`src/sv/so_pkg.sv`:
```
// Package of the stochastic oscillator: widths, register codes, result types.
// Depends on nothing; used by every module of the block.
package so_pkg;

  localparam int MAX_WINDOW_DEF = 32;
  localparam int PRICE_BITS_DEF = 32;
  localparam int QUEUE_DEPTH    = 2;
  localparam int LEN_W          = 6;
  localparam int K_W            = 15;
  localparam int ADDR_W         = 4;
  localparam int DATA_W         = 32;
  localparam int SUM_W          = K_W + LEN_W;

  localparam logic [K_W-1:0]   FULL_SCALE     = 15'd25600;
  localparam logic [LEN_W-1:0] WINDOW_LEN_RST = 6'd14;
  localparam logic [LEN_W-1:0] SMOOTH_LEN_RST = 6'd3;
  localparam logic [LEN_W-1:0] SIGNAL_LEN_RST = 6'd3;

  typedef enum logic [1:0] {
    REG_WINDOW = 2'd0,
    REG_SMOOTH = 2'd1,
    REG_SIGNAL = 2'd2
  } reg_idx_e;

  typedef struct packed {
    logic [LEN_W-1:0] window_len;
    logic [LEN_W-1:0] smooth_len;
    logic [LEN_W-1:0] signal_len;
  } cfg_t;

  typedef struct packed {
    logic [K_W-1:0] raw_k;
    logic [K_W-1:0] slow_k;
    logic [K_W-1:0] signal_d;
    logic           slow_valid;
    logic           signal_valid;
    logic           flat_range;
  } res_t;

endpackage

```
`src/sv/stochastic_oscillator.sv`:
```
// A bar passes from the input queue through the back end, which scans the
// ring memories over the effective window, smoothing and signal lengths and
// runs the bit-serial divider. One bar is in the back end at a time, so the
// next bar starts only after the previous one has reached ST_OUT; the scans
// and the divider set the pace. Reset is asynchronous and active low;
// it empties both queues, clears fills and pointers and loads 14, 3 and 3.
module stochastic_oscillator #(
  parameter int MAX_WINDOW = so_pkg::MAX_WINDOW_DEF,
  parameter int PRICE_BITS = so_pkg::PRICE_BITS_DEF
) (
  input  logic                        clk_i,
  input  logic                        rst_ni,
  // Configuration port
  input  logic                        psel,
  input  logic                        penable,
  input  logic                        pwrite,
  input  logic [so_pkg::ADDR_W-1:0]   paddr,
  input  logic [so_pkg::DATA_W-1:0]   pwdata,
  output logic [so_pkg::DATA_W-1:0]   prdata,
  output logic                        pready,
  // Bar input
  input  logic                        push,
  output logic                        full,
  input  logic [PRICE_BITS-1:0]       high_price_i,
  input  logic [PRICE_BITS-1:0]       low_price_i,
  input  logic [PRICE_BITS-1:0]       close_price_i,
  // Result output
  output logic                        empty,
  input  logic                        pop,
  output logic [so_pkg::K_W-1:0]      raw_k_o,
  output logic [so_pkg::K_W-1:0]      slow_k_o,
  output logic [so_pkg::K_W-1:0]      signal_d_o,
  output logic                        slow_valid_o,
  output logic                        signal_valid_o,
  output logic                        flat_range_o
);
  import so_pkg::*;

  localparam int ITEM_W = 3 * PRICE_BITS;

  cfg_t                  cfg_q;
  logic                  cfg_wr;
  logic [ITEM_W-1:0]     in_data;
  logic                  in_empty, in_pop;
  logic                  out_full, out_push;
  res_t                  res_new, res_head;

  // Registers are written at the access phase of an APB transaction; the
  // port never inserts wait states.
  assign pready = 1'b1;
  assign cfg_wr = psel && penable && pwrite && pready;

  always_ff @(posedge clk_i or negedge rst_ni) begin
    if (!rst_ni) begin
      cfg_q <= '{window_len: WINDOW_LEN_RST, smooth_len: SMOOTH_LEN_RST,
                 signal_len: SIGNAL_LEN_RST};
    end else if (cfg_wr) begin
      case (reg_idx_e'(paddr[3:2]))
        REG_WINDOW: cfg_q.window_len <= pwdata[LEN_W-1:0];
        REG_SMOOTH: cfg_q.smooth_len <= pwdata[LEN_W-1:0];
        REG_SIGNAL: cfg_q.signal_len <= pwdata[LEN_W-1:0];
        default: ;
      endcase
    end
  end

  always_comb begin
    case (reg_idx_e'(paddr[3:2]))
      REG_WINDOW: prdata = DATA_W'(cfg_q.window_len);
      REG_SMOOTH: prdata = DATA_W'(cfg_q.smooth_len);
      REG_SIGNAL: prdata = DATA_W'(cfg_q.signal_len);
      default:    prdata = '0;
    endcase
  end

  // Front end: bars are queued so that a new transaction can be taken while
  // the back end is still busy with the previous one.
  so_fifo #(.W(ITEM_W)) u_in_q (
    .clk_i,
    .rst_ni,
    .push_i  (push),
    .wdata_i ({high_price_i, low_price_i, close_price_i}),
    .full_o  (full),
    .pop_i   (in_pop),
    .rdata_o (in_data),
    .empty_o (in_empty)
  );

  // Back end: ring memories, range scan, ratio and both moving averages.
  so_back #(.MAX_WINDOW(MAX_WINDOW), .PRICE_BITS(PRICE_BITS)) u_back (
    .clk_i,
    .rst_ni,
    .cfg_i      (cfg_q),
    .in_empty_i (in_empty),
    .in_pop_o   (in_pop),
    .high_i     (in_data[3*PRICE_BITS-1:2*PRICE_BITS]),
    .low_i      (in_data[2*PRICE_BITS-1:PRICE_BITS]),
    .close_i    (in_data[PRICE_BITS-1:0]),
    .out_full_i (out_full),
    .out_push_o (out_push),
    .res_o      (res_new)
  );

  // Result queue: a finished result waits here without holding up the back
  // end, which only starts a bar when there is room for its result.
  so_fifo #(.W($bits(res_t))) u_out_q (
    .clk_i,
    .rst_ni,
    .push_i  (out_push),
    .wdata_i (res_new),
    .full_o  (out_full),
    .pop_i   (pop),
    .rdata_o (res_head),
    .empty_o (empty)
  );

  assign raw_k_o        = res_head.raw_k;
  assign slow_k_o       = res_head.slow_k;
  assign signal_d_o     = res_head.signal_d;
  assign slow_valid_o   = res_head.slow_valid;
  assign signal_valid_o = res_head.signal_valid;
  assign flat_range_o   = res_head.flat_range;

endmodule

```
`src/sv/so_fifo.sv`:
```
// Small register queue used on the input and on the result side.
// Depends on so_pkg for the default depth.
module so_fifo #(
  parameter int W     = 8,
  parameter int DEPTH = so_pkg::QUEUE_DEPTH
) (
  input  logic         clk_i,
  input  logic         rst_ni,
  input  logic         push_i,
  input  logic [W-1:0] wdata_i,
  output logic         full_o,
  input  logic         pop_i,
  output logic [W-1:0] rdata_o,
  output logic         empty_o
);
  import so_pkg::*;

  localparam int PTR_W = (DEPTH > 1) ? $clog2(DEPTH) : 1;
  localparam int CNT_W = $clog2(DEPTH + 1);

  logic [W-1:0]     mem_q [DEPTH];
  logic [PTR_W-1:0] wr_ptr_q, rd_ptr_q;
  logic [CNT_W-1:0] cnt_q;
  logic             do_push, do_pop;

  assign full_o  = (cnt_q == CNT_W'(DEPTH));
  assign empty_o = (cnt_q == '0);
  assign do_push = push_i && !full_o;
  assign do_pop  = pop_i && !empty_o;
  assign rdata_o = mem_q[rd_ptr_q];

  function automatic logic [PTR_W-1:0] next_ptr(input logic [PTR_W-1:0] p);
    return (p == PTR_W'(DEPTH - 1)) ? '0 : p + 1'b1;
  endfunction

  always_ff @(posedge clk_i) begin
    if (do_push) begin
      mem_q[wr_ptr_q] <= wdata_i;
    end
  end

  always_ff @(posedge clk_i or negedge rst_ni) begin
    if (!rst_ni) begin
      wr_ptr_q <= '0;
      rd_ptr_q <= '0;
      cnt_q    <= '0;
    end else begin
      if (do_push) begin
        wr_ptr_q <= next_ptr(wr_ptr_q);
      end
      if (do_pop) begin
        rd_ptr_q <= next_ptr(rd_ptr_q);
      end
      if (do_push && !do_pop) begin
        cnt_q <= cnt_q + 1'b1;
      end else if (do_pop && !do_push) begin
        cnt_q <= cnt_q - 1'b1;
      end
    end
  end

endmodule

```
`src/sv/so_div.sv`:
```
// Restoring divider, one quotient bit per cycle.
// Depends on so_pkg; used by the back end for the ratio and the averages.
module so_div #(
  parameter int RW = 32,
  parameter int QW = 15
) (
  input  logic          clk_i,
  input  logic          rst_ni,
  input  logic          start_i,
  input  logic [RW-1:0] init_rem_i,
  input  logic [QW-1:0] dividend_lo_i,
  input  logic [RW-1:0] divisor_i,
  output logic          done_o,
  output logic [QW-1:0] quot_o
);
  import so_pkg::*;

  localparam int CNT_W = $clog2(QW + 1);

  logic [RW-1:0]    rem_q, div_q;
  logic [QW-1:0]    lo_q, quot_q;
  logic [CNT_W-1:0] cnt_q;
  logic             busy_q, done_q;
  logic [RW:0]      trial;
  logic             fits;

  // The remainder always stays below the divisor, so it keeps RW bits.
  assign trial  = {rem_q, lo_q[QW-1]};
  assign fits   = (trial >= {1'b0, div_q});
  assign done_o = done_q;
  assign quot_o = quot_q;

  always_ff @(posedge clk_i) begin
    if (start_i) begin
      rem_q  <= init_rem_i;
      lo_q   <= dividend_lo_i;
      div_q  <= divisor_i;
      quot_q <= '0;
    end else if (busy_q) begin
      rem_q  <= fits ? RW'(trial - {1'b0, div_q}) : RW'(trial);
      lo_q   <= lo_q << 1;
      quot_q <= {quot_q[QW-2:0], fits};
    end
  end

  always_ff @(posedge clk_i or negedge rst_ni) begin
    if (!rst_ni) begin
      busy_q <= 1'b0;
      done_q <= 1'b0;
      cnt_q  <= '0;
    end else begin
      done_q <= busy_q && (cnt_q == CNT_W'(1));
      if (start_i) begin
        busy_q <= 1'b1;
        cnt_q  <= CNT_W'(QW);
      end else if (busy_q) begin
        cnt_q <= cnt_q - 1'b1;
        if (cnt_q == CNT_W'(1)) begin
          busy_q <= 1'b0;
        end
      end
    end
  end

endmodule

```
`src/sv/so_back.sv`:
```
// Back end of the oscillator: window rings, range scan, ratio and averages.
// Depends on so_pkg and so_div.
module so_back #(
  parameter int MAX_WINDOW = so_pkg::MAX_WINDOW_DEF,
  parameter int PRICE_BITS = so_pkg::PRICE_BITS_DEF
) (
  input  logic                  clk_i,
  input  logic                  rst_ni,
  input  so_pkg::cfg_t          cfg_i,
  input  logic                  in_empty_i,
  output logic                  in_pop_o,
  input  logic [PRICE_BITS-1:0] high_i,
  input  logic [PRICE_BITS-1:0] low_i,
  input  logic [PRICE_BITS-1:0] close_i,
  input  logic                  out_full_i,
  output logic                  out_push_o,
  output so_pkg::res_t          res_o
);
  import so_pkg::*;

  localparam int PTR_W  = $clog2(MAX_WINDOW);
  localparam int FILL_W = $clog2(MAX_WINDOW + 1);
  localparam int PROD_W = PRICE_BITS + K_W;
  localparam int AQ_W   = SUM_W + 1;

  typedef enum logic [3:0] {
    ST_IDLE, ST_SCAN, ST_RATIO, ST_MUL, ST_DIVR, ST_RAWWR, ST_SUMK,
    ST_KGO, ST_DIVK, ST_SLOWWR, ST_SUMD, ST_DGO, ST_DIVD, ST_OUT
  } state_e;

  state_e state_q;

  logic [PRICE_BITS-1:0] high_mem [MAX_WINDOW];
  logic [PRICE_BITS-1:0] low_mem  [MAX_WINDOW];
  logic [K_W-1:0]        raw_mem  [MAX_WINDOW];
  logic [K_W-1:0]        slow_mem [MAX_WINDOW];
  logic [PRICE_BITS-1:0] high_rd_q, low_rd_q;
  logic [K_W-1:0]        raw_rd_q, slow_rd_q;

  logic [PTR_W-1:0]      wp_q, item_ptr_q, slow_ptr_q, rd_addr_q;
  logic [FILL_W-1:0]     win_fill_q, raw_fill_q, slow_fill_q;
  logic [LEN_W-1:0]      cnt_q;
  logic                  pend_q;
  logic [PRICE_BITS-1:0] close_q, hi_q, lo_q, range_q;
  logic [PROD_W-1:0]     prod_q;
  logic [SUM_W-1:0]      sum_q;
  logic [AQ_W-1:0]       avg_num_q;
  logic [LEN_W-1:0]      avg_den_q;
  logic [K_W-1:0]        raw_q, slow_q;
  logic                  flat_q, sv_q;

  logic [LEN_W-1:0]      wl, kl, dl;
  logic [FILL_W-1:0]     win_fill_inc, raw_fill_inc, slow_fill_inc;
  logic                  start;
  logic                  pdiv_done, adiv_done;
  logic [K_W-1:0]        pdiv_quot;
  logic [AQ_W-1:0]       adiv_quot;
  logic [K_W-1:0]        avg_sat;
  logic                  flat;

  function automatic logic [LEN_W-1:0] eff_len(input logic [LEN_W-1:0] v);
    if (v == '0) begin
      return LEN_W'(1);
    end else if (int'(v) > MAX_WINDOW) begin
      return LEN_W'(MAX_WINDOW);
    end
    return v;
  endfunction

  function automatic logic [FILL_W-1:0] sat_inc(input logic [FILL_W-1:0] f);
    return (int'(f) < MAX_WINDOW) ? f + 1'b1 : f;
  endfunction

  function automatic logic [LEN_W-1:0] min_len(input logic [FILL_W-1:0] f,
                                               input logic [LEN_W-1:0] l);
    return (int'(f) < int'(l)) ? LEN_W'(f) : l;
  endfunction

  function automatic logic [PTR_W-1:0] ptr_inc(input logic [PTR_W-1:0] p);
    return (p == PTR_W'(MAX_WINDOW - 1)) ? '0 : p + 1'b1;
  endfunction

  function automatic logic [PTR_W-1:0] ptr_dec(input logic [PTR_W-1:0] p);
    return (p == '0) ? PTR_W'(MAX_WINDOW - 1) : p - 1'b1;
  endfunction

  assign wl            = eff_len(cfg_i.window_len);
  assign kl            = eff_len(cfg_i.smooth_len);
  assign dl            = eff_len(cfg_i.signal_len);
  assign win_fill_inc  = sat_inc(win_fill_q);
  assign raw_fill_inc  = sat_inc(raw_fill_q);
  assign slow_fill_inc = sat_inc(slow_fill_q);
  assign start         = (state_q == ST_IDLE) && !in_empty_i && !out_full_i;
  assign in_pop_o      = start;
  assign out_push_o    = (state_q == ST_OUT);
  assign flat          = (hi_q <= lo_q);
  assign avg_sat       = (adiv_quot > AQ_W'(FULL_SCALE)) ? FULL_SCALE : K_W'(adiv_quot);

  // Window rings and history rings: one write and one registered read a cycle.
  always_ff @(posedge clk_i) begin
    if (start) begin
      high_mem[wp_q] <= high_i;
      low_mem[wp_q]  <= low_i;
    end
    if (state_q == ST_RAWWR) begin
      raw_mem[item_ptr_q] <= raw_q;
    end
    if (state_q == ST_SLOWWR) begin
      slow_mem[slow_ptr_q] <= slow_q;
    end
    high_rd_q <= high_mem[rd_addr_q];
    low_rd_q  <= low_mem[rd_addr_q];
    raw_rd_q  <= raw_mem[rd_addr_q];
    slow_rd_q <= slow_mem[rd_addr_q];
  end

  so_div #(.RW(PRICE_BITS), .QW(K_W)) u_pdiv (
    .clk_i,
    .rst_ni,
    .start_i       (state_q == ST_MUL),
    .init_rem_i    (prod_q[PROD_W-1:K_W]),
    .dividend_lo_i (prod_q[K_W-1:0]),
    .divisor_i     (range_q),
    .done_o        (pdiv_done),
    .quot_o        (pdiv_quot)
  );

  so_div #(.RW(LEN_W), .QW(AQ_W)) u_adiv (
    .clk_i,
    .rst_ni,
    .start_i       ((state_q == ST_KGO) || (state_q == ST_DGO)),
    .init_rem_i    ('0),
    .dividend_lo_i (avg_num_q),
    .divisor_i     (avg_den_q),
    .done_o        (adiv_done),
    .quot_o        (adiv_quot)
  );

  always_ff @(posedge clk_i or negedge rst_ni) begin
    if (!rst_ni) begin
      state_q     <= ST_IDLE;
      wp_q        <= '0;
      item_ptr_q  <= '0;
      slow_ptr_q  <= '0;
      rd_addr_q   <= '0;
      win_fill_q  <= '0;
      raw_fill_q  <= '0;
      slow_fill_q <= '0;
      cnt_q       <= '0;
      pend_q      <= 1'b0;
      close_q     <= '0;
      hi_q        <= '0;
      lo_q        <= '0;
      range_q     <= '0;
      prod_q      <= '0;
      sum_q       <= '0;
      avg_num_q   <= '0;
      avg_den_q   <= '0;
      raw_q       <= '0;
      slow_q      <= '0;
      flat_q      <= 1'b0;
      sv_q        <= 1'b0;
      res_o       <= '0;
    end else begin
      case (state_q)
        ST_IDLE: begin
          if (start) begin
            close_q    <= close_i;
            item_ptr_q <= wp_q;
            rd_addr_q  <= wp_q;
            wp_q       <= ptr_inc(wp_q);
            win_fill_q <= win_fill_inc;
            cnt_q      <= min_len(win_fill_inc, wl);
            pend_q     <= 1'b0;
            hi_q       <= '0;
            lo_q       <= '1;
            state_q    <= ST_SCAN;
          end
        end
        ST_SCAN: begin
          if (pend_q) begin
            if (high_rd_q > hi_q) begin
              hi_q <= high_rd_q;
            end
            if (low_rd_q < lo_q) begin
              lo_q <= low_rd_q;
            end
          end
          if (cnt_q != '0) begin
            cnt_q     <= cnt_q - 1'b1;
            rd_addr_q <= ptr_dec(rd_addr_q);
            pend_q    <= 1'b1;
          end else begin
            pend_q <= 1'b0;
            if (!pend_q) begin
              state_q <= ST_RATIO;
            end
          end
        end
        ST_RATIO: begin
          flat_q <= flat;
          if (flat || (close_q <= lo_q)) begin
            raw_q   <= '0;
            state_q <= ST_RAWWR;
          end else if (close_q >= hi_q) begin
            raw_q   <= FULL_SCALE;
            state_q <= ST_RAWWR;
          end else begin
            prod_q  <= PROD_W'(close_q - lo_q) * PROD_W'(FULL_SCALE);
            range_q <= hi_q - lo_q;
            state_q <= ST_MUL;
          end
        end
        ST_MUL: begin
          state_q <= ST_DIVR;
        end
        ST_DIVR: begin
          if (pdiv_done) begin
            raw_q   <= pdiv_quot;
            state_q <= ST_RAWWR;
          end
        end
        ST_RAWWR: begin
          raw_fill_q <= raw_fill_inc;
          sv_q       <= (int'(raw_fill_inc) >= int'(kl));
          rd_addr_q  <= item_ptr_q;
          cnt_q      <= min_len(raw_fill_inc, kl);
          pend_q     <= 1'b0;
          sum_q      <= '0;
          if (int'(raw_fill_inc) >= int'(kl)) begin
            state_q <= ST_SUMK;
          end else begin
            res_o   <= '{raw_k: raw_q, slow_k: '0, signal_d: '0, slow_valid: 1'b0,
                         signal_valid: 1'b0, flat_range: flat_q};
            state_q <= ST_OUT;
          end
        end
        ST_SUMK: begin
          if (pend_q) begin
            sum_q <= sum_q + SUM_W'(raw_rd_q);
          end
          if (cnt_q != '0) begin
            cnt_q     <= cnt_q - 1'b1;
            rd_addr_q <= ptr_dec(rd_addr_q);
            pend_q    <= 1'b1;
          end else begin
            pend_q <= 1'b0;
            if (!pend_q) begin
              avg_num_q <= AQ_W'(sum_q) + AQ_W'(kl >> 1);
              avg_den_q <= kl;
              state_q   <= ST_KGO;
            end
          end
        end
        ST_KGO: begin
          state_q <= ST_DIVK;
        end
        ST_DIVK: begin
          if (adiv_done) begin
            slow_q  <= avg_sat;
            state_q <= ST_SLOWWR;
          end
        end
        ST_SLOWWR: begin
          slow_ptr_q  <= ptr_inc(slow_ptr_q);
          slow_fill_q <= slow_fill_inc;
          rd_addr_q   <= slow_ptr_q;
          cnt_q       <= min_len(slow_fill_inc, dl);
          pend_q      <= 1'b0;
          sum_q       <= '0;
          if (int'(slow_fill_inc) >= int'(dl)) begin
            state_q <= ST_SUMD;
          end else begin
            res_o   <= '{raw_k: raw_q, slow_k: slow_q, signal_d: '0, slow_valid: 1'b1,
                         signal_valid: 1'b0, flat_range: flat_q};
            state_q <= ST_OUT;
          end
        end
        ST_SUMD: begin
          if (pend_q) begin
            sum_q <= sum_q + SUM_W'(slow_rd_q);
          end
          if (cnt_q != '0) begin
            cnt_q     <= cnt_q - 1'b1;
            rd_addr_q <= ptr_dec(rd_addr_q);
            pend_q    <= 1'b1;
          end else begin
            pend_q <= 1'b0;
            if (!pend_q) begin
              avg_num_q <= AQ_W'(sum_q) + AQ_W'(dl >> 1);
              avg_den_q <= dl;
              state_q   <= ST_DGO;
            end
          end
        end
        ST_DGO: begin
          state_q <= ST_DIVD;
        end
        ST_DIVD: begin
          if (adiv_done) begin
            res_o   <= '{raw_k: raw_q, slow_k: slow_q, signal_d: avg_sat,
                         slow_valid: sv_q, signal_valid: 1'b1, flat_range: flat_q};
            state_q <= ST_OUT;
          end
        end
        ST_OUT: begin
          state_q <= ST_IDLE;
        end
        default: begin
          state_q <= ST_IDLE;
        end
      endcase
    end
  end

endmodule

```
`config.mk`:
```
export PLATFORM = sky130hd
export DESIGN_NAME = stochastic_oscillator
export DESIGN_NICKNAME = d
export VERILOG_FILES = /design/src/sv/so_pkg.sv /design/src/sv/stochastic_oscillator.sv /design/src/sv/so_fifo.sv /design/src/sv/so_div.sv /design/src/sv/so_back.sv
export SDC_FILE = /design/constraint.sdc
export NUM_CORES = 2
export LEC_CHECK = 0
export ABC_AREA = 0
export BUFFER_PORTS_ARGS = -buffer_cell sky130_fd_sc_hd__buf_2
export CORE_UTILIZATION = 60
export DETAILED_ROUTE_END_ITERATION = 10
export PLACE_DENSITY_LB_ADDON = 0.25
export SKIP_CTS_REPAIR_TIMING = 1
export SLEW_MARGIN = 20
export SYNTH_ARGS = -nofsm -noshare
export SYNTH_HDL_FRONTEND = slang
export SYNTH_SLANG_ARGS = --single-unit
```
`constraint.sdc`:
```
create_clock -name clk_i -period 8.5 [get_ports clk_i]
set_input_delay 0.425 -clock clk_i [delete_from_list [all_inputs] [get_ports clk_i]]
set_output_delay 0.425 -clock clk_i [all_outputs]
set_load 0.01 [all_outputs]
```
==> flow_metrics.py <==
metrics = {
    "synth": {
        "synth_warnings": 0,
        "synth.distinct_cells": 90,
        "synthFlopType": "edfxtp_1",
        "synth-seq-cells": 3912,
        "yosys-top-cells-area": "edfxtp_1 (64%), mux4_2 (13%), dfrtp_1 (5.9%)",
        "synth_common_cells": "edfxtp_1 (3,393), mux4_2 (940), nand2_1 (567), dfrtp_1 (375), ha_1 (351)",
        "synth.largest_area_cell": "edfxtp_1",
        "synth_edf_count": 3393,
        "yosysTopAreaCellShare": 0.6366,
        "syn_inst": 8605,
        "syn-cell-area_mm2": 0.1600,
        "synth.avg_cell_area_um2": 18.60,
        "synth.most_common_cell": "edfxtp_1",
        "async_reset_ff_frac": 0.09765,
        "seq_area_frac_synth": 0.7135,
    },
    "clock_tree": {
        "clock_latency_ns": 0.97,
        "cts_root_buf": "clkbuf_16",
        "cts_tree": "built",
        "clock_sinks": 3912,
        "cts_max_level": 5,
        "clk_pin_slew_ns": 0.06,
        "cts_buffer_depth": 4,
        "numCtsBuffers": 387,
    },
    "pwr": {
        "leakagePower_nw": 61.91,
        "p_int_mw": 44.05,
        "power_frac_comb": 0.371,
        "clkPwrFrac": 0.251,
        "swShare": 0.3448,
        "vdd_drop_max_mv": 0.4566,
        "p_per_area_mw_per_mm2": 374.9,
        "p_switching_mw": 23.18,
        "p_seq_frac": 0.378,
    },
    "finish": {
        "syn_to_final_growth_pct": 12.05,
        "post-route-util": 0.6765,
        "nFillCells": 16510,
        "nets": 9590,
        "layout.cells.non_filler": 12920,
        "drive_above_1_share": 0.2382,
    },
    "timing": {
        "rsz0062_at_grt": "false",
        "relSlewSlack": 0.1321,
        "worstMarginPinSlew_ns": 1.302,
        "finalSetupViolations": 0,
        "finalClockSkew_ns": 0.08886,
        "min_period_ns": 6.516,
        "fmax_mhz": 153.5,
        "hold_viol": 0,
        "finalSetupTns_ns": 0,
        "drv_slew": 0,
        "min_period_over_period": 0.7666,
    },
    "critical_path": {
        "cpPeakStageDelay_ns": 0.50,
        "reg2reg_to": "u_back.prod_q[44]$_DFFE_PN0P_",
        "crit_family": "compound AO/OA/AOI/OAI gates",
        "required_ns": 9.29,
        "worst_ep_arrival_time_ns": 7.31,
        "r2r_start": "u_back.close_q[0]$_DFFE_PN0P_",
        "endpoint_kind": "flip-flop",
        "critical_path_class": "reg2reg",
        "crit_slowest_cell": "fa_1",
        "r2r_slack_ns": 1.98,
        "crit_fanout": 6,
        "reg2reg_depth": 29,
        "cp-start-kind": "flip-flop",
        "worst-path-buf-inv": 4,
    },
    "floorplan": {
        "die_x_um": 518.5,
        "dieHeight_um": 518.5,
        "rows": 189,
        "initial_core_util": 0.6038,
        "core_area_mm2": 0.2651,
        "io_pins": 222,
        "dieArea_mm2": 0.2688,
    },
    "routing": {
        "wl_um": 385700,
        "vias": 83460,
        "drtPass1Iterations": 11,
        "drc": 72,
        "ant_nets": 0,
        "viasPerCell": 6.460,
        "drtIter0Drc": 9647,
        "wl_per_cell_um": 29.85,
    },
    "worst_hold_path": {
        "hold_depth": 5,
        "hold_class": "in2reg",
        "holdPathEnd": "cfg_q[5]$_DFFE_PN0P_",
        "hp-start": "penable",
    },
    "grt": {
        "antenna_found_initial": 15,
        "track_usage": 0.2848,
        "grt_pass1_vias": 83470,
        "grt_overflow": 0,
        "grt_pass1_wl_um": 558000,
        "grt_max_degree": 165,
    },
    "place": {
        "place_inst": 12100,
        "place.gp.congestion": 0.9096,
        "portBuffers": 166,
        "hpwl_um": 216500,
    },
    "run_status": {
        "outcome": "finished with violations",
        "violations": "DRC",
    },
    "job": {
        "max_cap_viol_count": 0,
    },
}
[cell families after synthesis]
logic type	count (synthesis)	synth area share
AND/OR/NAND/NOR	1261	0.03497
AO/OA/AOI/OAI	859	0.03368
other	2	0.00004692
adder cells (fa/ha/maj)	389	0.03219
buffers and inverters	658	0.01629
XOR/XNOR	198	0.01084
flip-flops	3912	0.7135
multiplexers	1326	0.1585
[through the flow]
step                      hold WS [ns]  setup slack (ns)  total power, mW  area [um^2]
after global placement          0.4254             2.038            49.74       165600
after CTS                      -0.4779             2.029            67.27       178200
after floorplan                 0.1294             1.778            43.15       160100
after global routing           0.03508             1.469            70.41       179300
after detailed placement        0.4304             2.044            50.32       165700
final                          0.02837             1.984            67.24       179300
[worst min-delay path, cell delays in order]
cell and delay, ns:
buf_2 0.09, nand3_1 0.10, nor3b_1 0.15, nand2_1 0.09
o21ai_0 0.07
[power groups by stage]
stage | Sequential, mW | Combinational (mW) | Clock (mW)
after global routing | 25.5 | 27.1 | 17.7
after global placement | 25.7 | 24.1 | 0
after CTS | 25.4 | 24.8 | 17.0
after detailed placement | 25.8 | 24.5 | 0
final | 25.4 | 25.0 | 16.8
after floorplan | 24.8 | 18.4 | 0
[area by class of cell]
class                   instances  area [um^2]  area share
flip-flops and latches       3912       114200      0.6371
multi-input cells            4060        43780      0.2441
clock buffers                 482        10330     0.05762
well taps                    3533         4420     0.02465
repair buffers                450         3415     0.01904
clock inverters               228         2178     0.01215
inverters                     251        942.2    0.005254
diodes                          5        12.51  0.00006977
[worst max path at each step]
stage	from	endpoint	slack, ns	depth (start not counted)
after global routing	u_back.close_q[0]$_DFFE_PN0P_	u_back.prod_q[44]$_DFFE_PN0P_	1.47	29
after floorplan	u_back.state_q[3]$_DFFE_PN0P_	u_back.high_mem[19][0]$_DFFE_PP_	1.78	7
final	u_back.close_q[0]$_DFFE_PN0P_	u_back.prod_q[44]$_DFFE_PN0P_	1.98	29
after detailed placement	u_back.close_q[0]$_DFFE_PN0P_	u_back.prod_q[44]$_DFFE_PN0P_	2.04	29
after CTS	u_back.close_q[0]$_DFFE_PN0P_	u_back.prod_q[40]$_DFFE_PN0P_	2.03	29
after global placement	u_back.close_q[0]$_DFFE_PN0P_	u_back.prod_q[44]$_DFFE_PN0P_	2.04	29
[layer usage]
metal	part of all wire	vias to the layer above	global-route usage	wire [um]
li1	-	35090	-	-
met1	0.38	43240	0.3950	147500
met2	0.49	4326	0.4640	189100
met3	0.092	806	0.05032	35350
met4	0.036	8	0.09192	13790
met5	0.00014	-	0	55
[registers in the layout, indices dropped and copies added (netlist names), 32 cells and up]
| register | cells |
|---|---|
| u_back.high_mem | 1024 |
| u_back.low_mem | 1024 |
| u_back.raw_mem | 480 |
| u_back.slow_mem | 480 |
| u_in_q.mem_q | 192 |
| u_out_q.mem_q | 96 |
| u_back.res_o | 48 |
| u_back.prod_q | 37 |
| u_back.close_q | 32 |
| u_back.hi_q | 32 |
| u_back.high_rd_q | 32 |
| u_back.lo_q | 32 |
| u_back.low_rd_q | 32 |
| u_back.range_q | 32 |
| u_back.u_pdiv.div_q | 32 |
| u_back.u_pdiv.rem_q | 32 |
[cell usage in the layout (no fill, tap or decap), types with 40 or more instances in the layout]
master / n
buf_2: 165
a21o_1: 115
xor2_1: 92
nand2b_1: 40
ha_1: 351
dlygate4sd3_1: 105
clkinv_2: 68
dfrtp_1: 349
edfxtp_1: 3393
xnor2_1: 106
nand3_1: 85
mux2_2: 254
a21oi_1: 173
nand2_1: 567
clkinv_1: 81
buf_4: 164
nand4_1: 41
clkbuf_1: 76
o21ai_0: 321
a31oi_1: 40
inv_1: 248
clkbuf_16: 396
mux2i_1: 123
nor2_1: 259
dfxtp_1: 137
mux4_2: 940
Power figures use the tool's default switching activity.
